## src/rtl/mvs_pkg.sv

```systemverilog
// Shared constants, codes, control structs and the quarter-wave sine table
// for the polyphonic synth mixer. No dependencies.
`timescale 1ns / 1ps
`default_nettype none
package mvs_pkg;

   localparam int NUM_VOICES = 16;
   localparam int VIDX_W = (NUM_VOICES > 1) ? $clog2(NUM_VOICES) : 1;

   localparam int SINE_DEPTH = 256;
   localparam int SINE_IDX_W = $clog2(SINE_DEPTH);
   localparam int QTR = SINE_DEPTH / 4;
   localparam int QTR_W = SINE_IDX_W - 2;   // index within one quarter

   localparam int MAG_W = 17;               // wave magnitude, up to 32768
   localparam int PROD_W = 58;
   localparam int SUM_W = 20 + VIDX_W;

   localparam logic [23:0] ONE_Q23 = 24'h800000;
   localparam longint unsigned HALF_PI_Q30 = 64'd1686629713;

   localparam int CSR_IDX_W = 3;
   localparam int CSR_DATA_W = 24;
   localparam logic [CSR_IDX_W-1:0] CSR_MASTER_VOLUME = 3'd0;
   localparam logic [CSR_IDX_W-1:0] CSR_ATTACK_STEP = 3'd1;
   localparam logic [CSR_IDX_W-1:0] CSR_DECAY_STEP = 3'd2;
   localparam logic [CSR_IDX_W-1:0] CSR_SUSTAIN_LEVEL = 3'd3;
   localparam logic [CSR_IDX_W-1:0] CSR_RELEASE_STEP = 3'd4;
   localparam logic [CSR_IDX_W-1:0] CSR_RELEASE_SAMPLES = 3'd5;

   localparam logic [1:0] FUNC_TICK = 2'd0;
   localparam logic [1:0] FUNC_PLAY = 2'd1;
   localparam logic [1:0] FUNC_STOP = 2'd2;

   localparam logic [2:0] WAVE_SINE = 3'd0;
   localparam logic [2:0] WAVE_SQUARE = 3'd1;
   localparam logic [2:0] WAVE_SAW = 3'd2;
   localparam logic [2:0] WAVE_TRIANGLE = 3'd3;

   typedef enum logic [2:0] {
      ST_ATTACK, ST_DECAY, ST_SUSTAIN, ST_RELEASE, ST_DONE
   } env_stage_type;

   typedef enum logic [1:0] {
      MUL_AMP, MUL_ENV, MUL_VOL
   } mul_sel_type;

   typedef struct packed {
      logic              take;     // request accepted this edge
      logic              load;     // fetch voice state into working regs
      logic              env;      // envelope step, wave pick, write back
      logic              mul_en;
      mul_sel_type       mul_sel;
      logic              acc;
      logic              push;     // result register loads, play/stop act
      logic [VIDX_W-1:0] vidx;
   } ctrl_cmd_type;

   typedef struct packed {
      logic [1:0] func;
      logic       active;          // voice at vidx is active
      logic       freed;           // voice at vidx ends on this tick
   } dp_status_type;

   typedef logic [QTR:0][16:0] sine_tab_type;

   // sin of num/SINE_DEPTH quarter turns, Taylor series in Q30, result Q1.15
   function automatic logic [16:0] quarter_sine(longint unsigned num);
      longint unsigned x, x2, t1, t2, t3, t4, t5, t6, pos, neg, s;
      x = (num * HALF_PI_Q30) / SINE_DEPTH;
      x2 = (x * x) >> 30;
      t1 = ((x * x2) >> 30) / 64'd6;
      t2 = ((t1 * x2) >> 30) / 64'd20;
      t3 = ((t2 * x2) >> 30) / 64'd42;
      t4 = ((t3 * x2) >> 30) / 64'd72;
      t5 = ((t4 * x2) >> 30) / 64'd110;
      t6 = ((t5 * x2) >> 30) / 64'd156;
      pos = x + t2 + t4 + t6;
      neg = t1 + t3 + t5;
      s = (pos > neg) ? pos - neg : 64'd0;
      s = (s + 64'd16384) >> 15;
      return (s > 64'd32768) ? 17'd32768 : 17'(s);
   endfunction

   function automatic sine_tab_type build_sine_tab();
      sine_tab_type t;
      for (int i = 0; i <= QTR; i++) begin
         t[i] = quarter_sine(64'(4 * i));
      end
      return t;
   endfunction

   localparam sine_tab_type SINE_TAB = build_sine_tab();

endpackage
`default_nettype wire

```

## src/rtl/mvs_ctrl.sv

```systemverilog
// Sequencer for the synth mixer: walks the voices on a tick, steps the shared
// multiplier and owns the handshakes. Depends on mvs_pkg.
`timescale 1ns / 1ps
`default_nettype none
module mvs_ctrl (
   input  wire logic                  clock,
   input  wire logic                  reset,
   input  wire logic                  req_valid,
   output logic                       req_ready,
   output logic                       rsp_valid,
   input  wire logic                  rsp_ready,
   input  wire mvs_pkg::dp_status_type status,
   output mvs_pkg::ctrl_cmd_type      cmd
);

   typedef enum logic [3:0] {
      S_IDLE, S_START, S_LOAD, S_ENV, S_MUL1, S_MUL2, S_MUL3, S_ACC, S_DONE
   } state_type;

   localparam logic [mvs_pkg::VIDX_W-1:0] LAST = mvs_pkg::VIDX_W'(mvs_pkg::NUM_VOICES - 1);

   state_type state_ff;
   logic [mvs_pkg::VIDX_W-1:0] cnt_ff;
   logic rsp_valid_ff;
   logic slot_free;

   assign slot_free = !rsp_valid_ff || rsp_ready;
   assign req_ready = (state_ff == S_IDLE);
   assign rsp_valid = rsp_valid_ff;

   always_comb begin
      cmd = '0;
      cmd.vidx = cnt_ff;
      cmd.take = (state_ff == S_IDLE) && req_valid;
      cmd.load = (state_ff == S_LOAD);
      cmd.env = (state_ff == S_ENV);
      cmd.acc = (state_ff == S_ACC);
      cmd.push = (state_ff == S_DONE) && slot_free;
      cmd.mul_sel = mvs_pkg::MUL_AMP;
      case (state_ff)
         S_MUL1: begin
            cmd.mul_en = 1'b1;
            cmd.mul_sel = mvs_pkg::MUL_AMP;
         end
         S_MUL2: begin
            cmd.mul_en = 1'b1;
            cmd.mul_sel = mvs_pkg::MUL_ENV;
         end
         S_MUL3: begin
            cmd.mul_en = 1'b1;
            cmd.mul_sel = mvs_pkg::MUL_VOL;
         end
         default: begin
         end
      endcase
   end

   always_ff @(posedge clock) begin
      if (reset) begin
         state_ff <= S_IDLE;
         cnt_ff <= '0;
         rsp_valid_ff <= 1'b0;
      end else begin
         if (cmd.push) rsp_valid_ff <= 1'b1;
         else if (rsp_ready) rsp_valid_ff <= 1'b0;
         case (state_ff)
            S_IDLE: begin
               if (req_valid) state_ff <= S_START;
            end
            S_START: begin
               cnt_ff <= '0;
               state_ff <= (status.func == mvs_pkg::FUNC_TICK) ? S_LOAD : S_DONE;
            end
            S_LOAD: begin
               if (status.active) state_ff <= S_ENV;
               else if (cnt_ff == LAST) state_ff <= S_DONE;
               else cnt_ff <= cnt_ff + 1'b1;
            end
            S_ENV: begin
               if (!status.freed) state_ff <= S_MUL1;
               else if (cnt_ff == LAST) state_ff <= S_DONE;
               else begin
                  cnt_ff <= cnt_ff + 1'b1;
                  state_ff <= S_LOAD;
               end
            end
            S_MUL1: state_ff <= S_MUL2;
            S_MUL2: state_ff <= S_MUL3;
            S_MUL3: state_ff <= S_ACC;
            S_ACC: begin
               if (cnt_ff == LAST) state_ff <= S_DONE;
               else begin
                  cnt_ff <= cnt_ff + 1'b1;
                  state_ff <= S_LOAD;
               end
            end
            S_DONE: begin
               if (slot_free) state_ff <= S_IDLE;
            end
            default: state_ff <= S_IDLE;
         endcase
      end
   end

endmodule
`default_nettype wire

```

## config.mk

```make
export PLATFORM = sky130hd
export DESIGN_NAME = mvs_ctrl
export DESIGN_NICKNAME = d
export VERILOG_FILES = /design/src/rtl/mvs_pkg.sv /design/src/rtl/mvs_ctrl.sv
export SDC_FILE = /design/constraint.sdc
export NUM_CORES = 1
export LEC_CHECK = 0
export BUFFER_PORTS_ARGS = -buffer_cell sky130_fd_sc_hd__buf_2
export CAP_MARGIN = 30
export CORE_MARGIN = 2
export CORE_UTILIZATION = 45
export CTS_CLUSTER_DIAMETER = 30
export CTS_CLUSTER_SIZE = 24
export DETAILED_ROUTE_END_ITERATION = 12
export GPL_TIMING_DRIVEN = 0
export PLACE_DENSITY = 0.76
export SLEW_MARGIN = 25
export SYNTH_ARGS = -nofsm -noshare
export SYNTH_HDL_FRONTEND = slang
export SYNTH_SLANG_ARGS = --single-unit
```

## constraint.sdc

```tcl
create_clock -name clock -period 1.8 [get_ports clock]
set_clock_uncertainty 0.1 [all_clocks]
set_input_delay 0.09 -clock clock [delete_from_list [all_inputs] [get_ports clock]]
set_output_delay 0.09 -clock clock [all_outputs]
set_load 0.01 [all_outputs]
```

==> parameters.txt <==
Parameter                              Value

Run status
  Result of the run    finished, final reports clean

Power
  Fraction of power spent switching nets    32.6%
  Total internal power    0.365 mW
  Worst ir drop on vdd    0.548 mV
  Sw Pwr    0.176 mW
  Sequential share of power    39.5%
  Part of the total power dissipated in combinational logic    30.0%
  Power share of the clock group    30.6%
  Leakage dissipation    0.353 nW
  Pwr Density    685 nW/µm²

Synth
  Flops & latches, synth    9
  Biggest area contributors in the synthesized netlist    dfxtp_1, nand2b_1, nand2_1
  Share of flip-flops with an asynchronous set or reset    0%
  Mapped Cells    79
  Number of flops mapped to enable cells by yosys    0
  Post-synth design cell area    638 µm²
  Post-synthesis share of cell area spent on xor and xnor gates    0%
  Warnings from Yosys    0
  Multiplexer share of the synthesized area    3.33%
  Most common flop cell mapped by yosys    dfxtp_1
  Area fraction in and, or, nand and nor cells after synthesis    35.1%
  Average cell area after synthesis    8.08 µm²
  Adder-Cell Fraction of Synth Area    1.96%
  Portion of synthesized cell area occupied by the leading cell type    28.2%
  Sequential fraction of the synthesis area    28.2%
  Post-Synthesis Net Count    88
  Count of unique library cells instantiated by Yosys    36
  Area leader, netlist    dfxtp_1
  Dominant combinational cell family by area after synthesis    simple AND/OR/NAND/NOR gates
  Compound-Gate Fraction of Synth Area    25.1%

GRT
  Pin count of the biggest net entering global routing    11
  Busiest layer in global routing    met2
  Number of antenna violations at the first check in global routing    0
  Via count of the first global-routing pass    611
  GRT overflow    0
  All-Layer GR Usage    18.9%
  Global-route wire length before repair    2.53 mm
  Global Route met2 Usage    30.3%
  Met1 track utilization from global routing    22.0%
  Met3 global-route usage    9.57%

Drt
  Post-DR vias/cell    5.37
  Routed length per instance    12.4 µm
  Vias after detailed routing    639
  DRC errors left    0
  Drt total wl    1.48 mm
  Initial DRC Count    20
  First-pass DRT Iterations    4
  ANT nets after route    0

Finish
  Count of nets after finishing    114
  Finished layout cell area    790 µm²
  FF/Latch Area    180 µm²
  Number of inserted diodes    0
  Syn-to-layout area delta    23.7%
  Fraction of final layout cells with drive strength greater than 1    34.6%
  Combined area of the multi-input logic cells    418 µm²
  Final cell count without fillers    119
  Commonest non-fill, non-tap cells in the layout    buf_2, dfxtp_1, nand2_1, nor2_1, nand2b_1
  Fill cells    121
  Commonest non-fill, non-tap cell in the layout    buf_2

Timing
  Final worst-path cycle share    90.8%
  Max frequency    612 MHz
  Unrepaired setup endpoints after global routing    no
  Final worst setup slack    0.165 ns
  Worst Max-Slew Pin Slew    0.462 ns
  Final period demand of the worst path    1.64 ns
  Total count of max-transition violations in the final report    0
  Total count of hold-check failures in the final report    0
  Setup-violating endpoint count in the final report    0
  Total negative setup slack    0 ns
  Relative slew slack    69.2%
  Smallest hold slack    0.0373 ns

Setup path
  Data arrival time at the worst-slack endpoint    1.45 ns
  Bufs and invs on worst path    2
  Critical path's top delay family    simple AND/OR/NAND/NOR gates
  Launching element type of the critical path    register
  Cell type of the slowest stage on the worst timing path    dfxtp_1
  CP max stage delay    0.36 ns
  Sequence of cells on the critical path    buf_2 > nor4_1 > and2_1 > buf_2
  Endpoint kind of the worst setup timing path    output port
  Data required time at the worst endpoint    1.61 ns
  Critical path class    register to output port
  Critical Path Most Common Cell    buf_2
  Crit path max fanout    10

Worst hold path
  Hold/Removal Path Class    primary input to register

Placed design
  Cell total after placement    115
  Half-perimeter wire length after detailed placement    1.11 mm
  Placed standard-cell area    762 µm²
  DP Worst Slack    0.221 ns
  Count of port buffers added during placement    21
  GP Congestion    0.795

Die
  Effective utilization at floorplan    48.4%
  Top Ports    22
  Standard-cell rows    13
  Area enclosed by the die boundary    1740 µm²
  Die Height    41.7 µm
  Placeable core region    1320 µm²
  Horizontal extent of the die    41.7 µm

Clocking
  Post-CTS sizing    0
  Clock-pin slew reported for the worst setup and hold paths after clock tree synthesis    0.06 ns
  Hold_buf cts    0
  Setup Buffers After CTS    0
  Clock tree from TritonCTS    yes
  Sink Count    9
  Clock H-tree levels    1
  Insertion delay to the later sink of the worst-skew pair    0.28 ns
  Clock buffers created by TritonCTS    3
  CTS Root Cell    clkbuf_4
  Longest Clk Path Bufs    2

Flow run
  Number of maximum-capacitance constraint violations    0
[path summary, 6_finish.rpt]
| path | from | end | cells past startpoint | slack [ns] |
|---|---|---|---|---|
| setup / recovery | state_ff[2] | cmd[11] | 4 | 0.16 |
| hold reg to reg | cnt_ff[1] | cnt_ff[1] | 2 | 0.42 |
| hold / removal | rsp_ready | rsp_valid | 3 | 0.04 |
| setup reg to reg | state_ff[1] | cnt_ff[1] | 6 | 0.20 |
[flip-flops by register name, summed over array words and instances (netlist names)]
register   flops
cnt_ff         4
state_ff       4
rsp_valid      1
[per-layer routing]
layer	part of all wire, %	vias to the layer above	routed length (µm)
met2	46	11	685
met5	0	-	0
li1	-	341	-
met3	5.1	4	75
met4	1.7	0	25
met1	47	283	691
[power groups by stage]
stage | sequential (mW) | combinational [mW] | clock [mW]
2_1_floorplan | 0.217 | 0.120 | 0
3_3_place_gp | 0.217 | 0.160 | 0
3_5_place_dp | 0.218 | 0.161 | 0
4_1_cts | 0.214 | 0.163 | 0.165
5_1_grt | 0.214 | 0.177 | 0.179
6_report | 0.214 | 0.162 | 0.165
[cell usage after synthesis (2+ instances only)]
cell type and n:
nor3_1 4, nor2_1 6, o32ai_1 2, clkbuf_1 2
and3b_1 2, inv_1 3, dfxtp_1 9, and3_1 2
nor4_1 2, nand3_1 4, buf_2 2, a21oi_1 3
nand2_1 6, o22a_1 2, o21ai_0 3, nor2b_1 3
nand2b_1 5
[worst register-to-register path, delay by kind of cell, from the launching register on]
family	cells	cell delay, ns
AOI/OAI and AO/OA	3	0.48
buffers and inverters	1	0.15
DFF	1	0.33
and+or+nand+nor	2	0.41
[cell type report]
class                   instances  area share (%)
multi-input cells              62            52.9
flip-flops and latches          9            22.8
repair buffers                 21            13.3
plain buffers                   5            3.65
clock buffers                   3            2.85
well taps                      15            2.38
inverters                       3            1.43
clock inverters                 1           0.634
[cells by family after synthesis]
group / count (synthesis)
multiplexers: 2
buffers and inverters: 8
AND/OR/NAND/NOR: 39
flip-flops: 9
AO/OA/AOI/OAI: 20
adder cells (fa/ha/maj): 1
[metrics by stage]
stage | utilization, % | power [mW]
CTS | 59.9 | 0.541
global route | 59.9 | 0.571
detailed placement | 57.8 | 0.379
floorplan | - | 0.337
finish | 59.9 | 0.541
global placement | 57.8 | 0.377
Power figures use the tool's default switching activity.
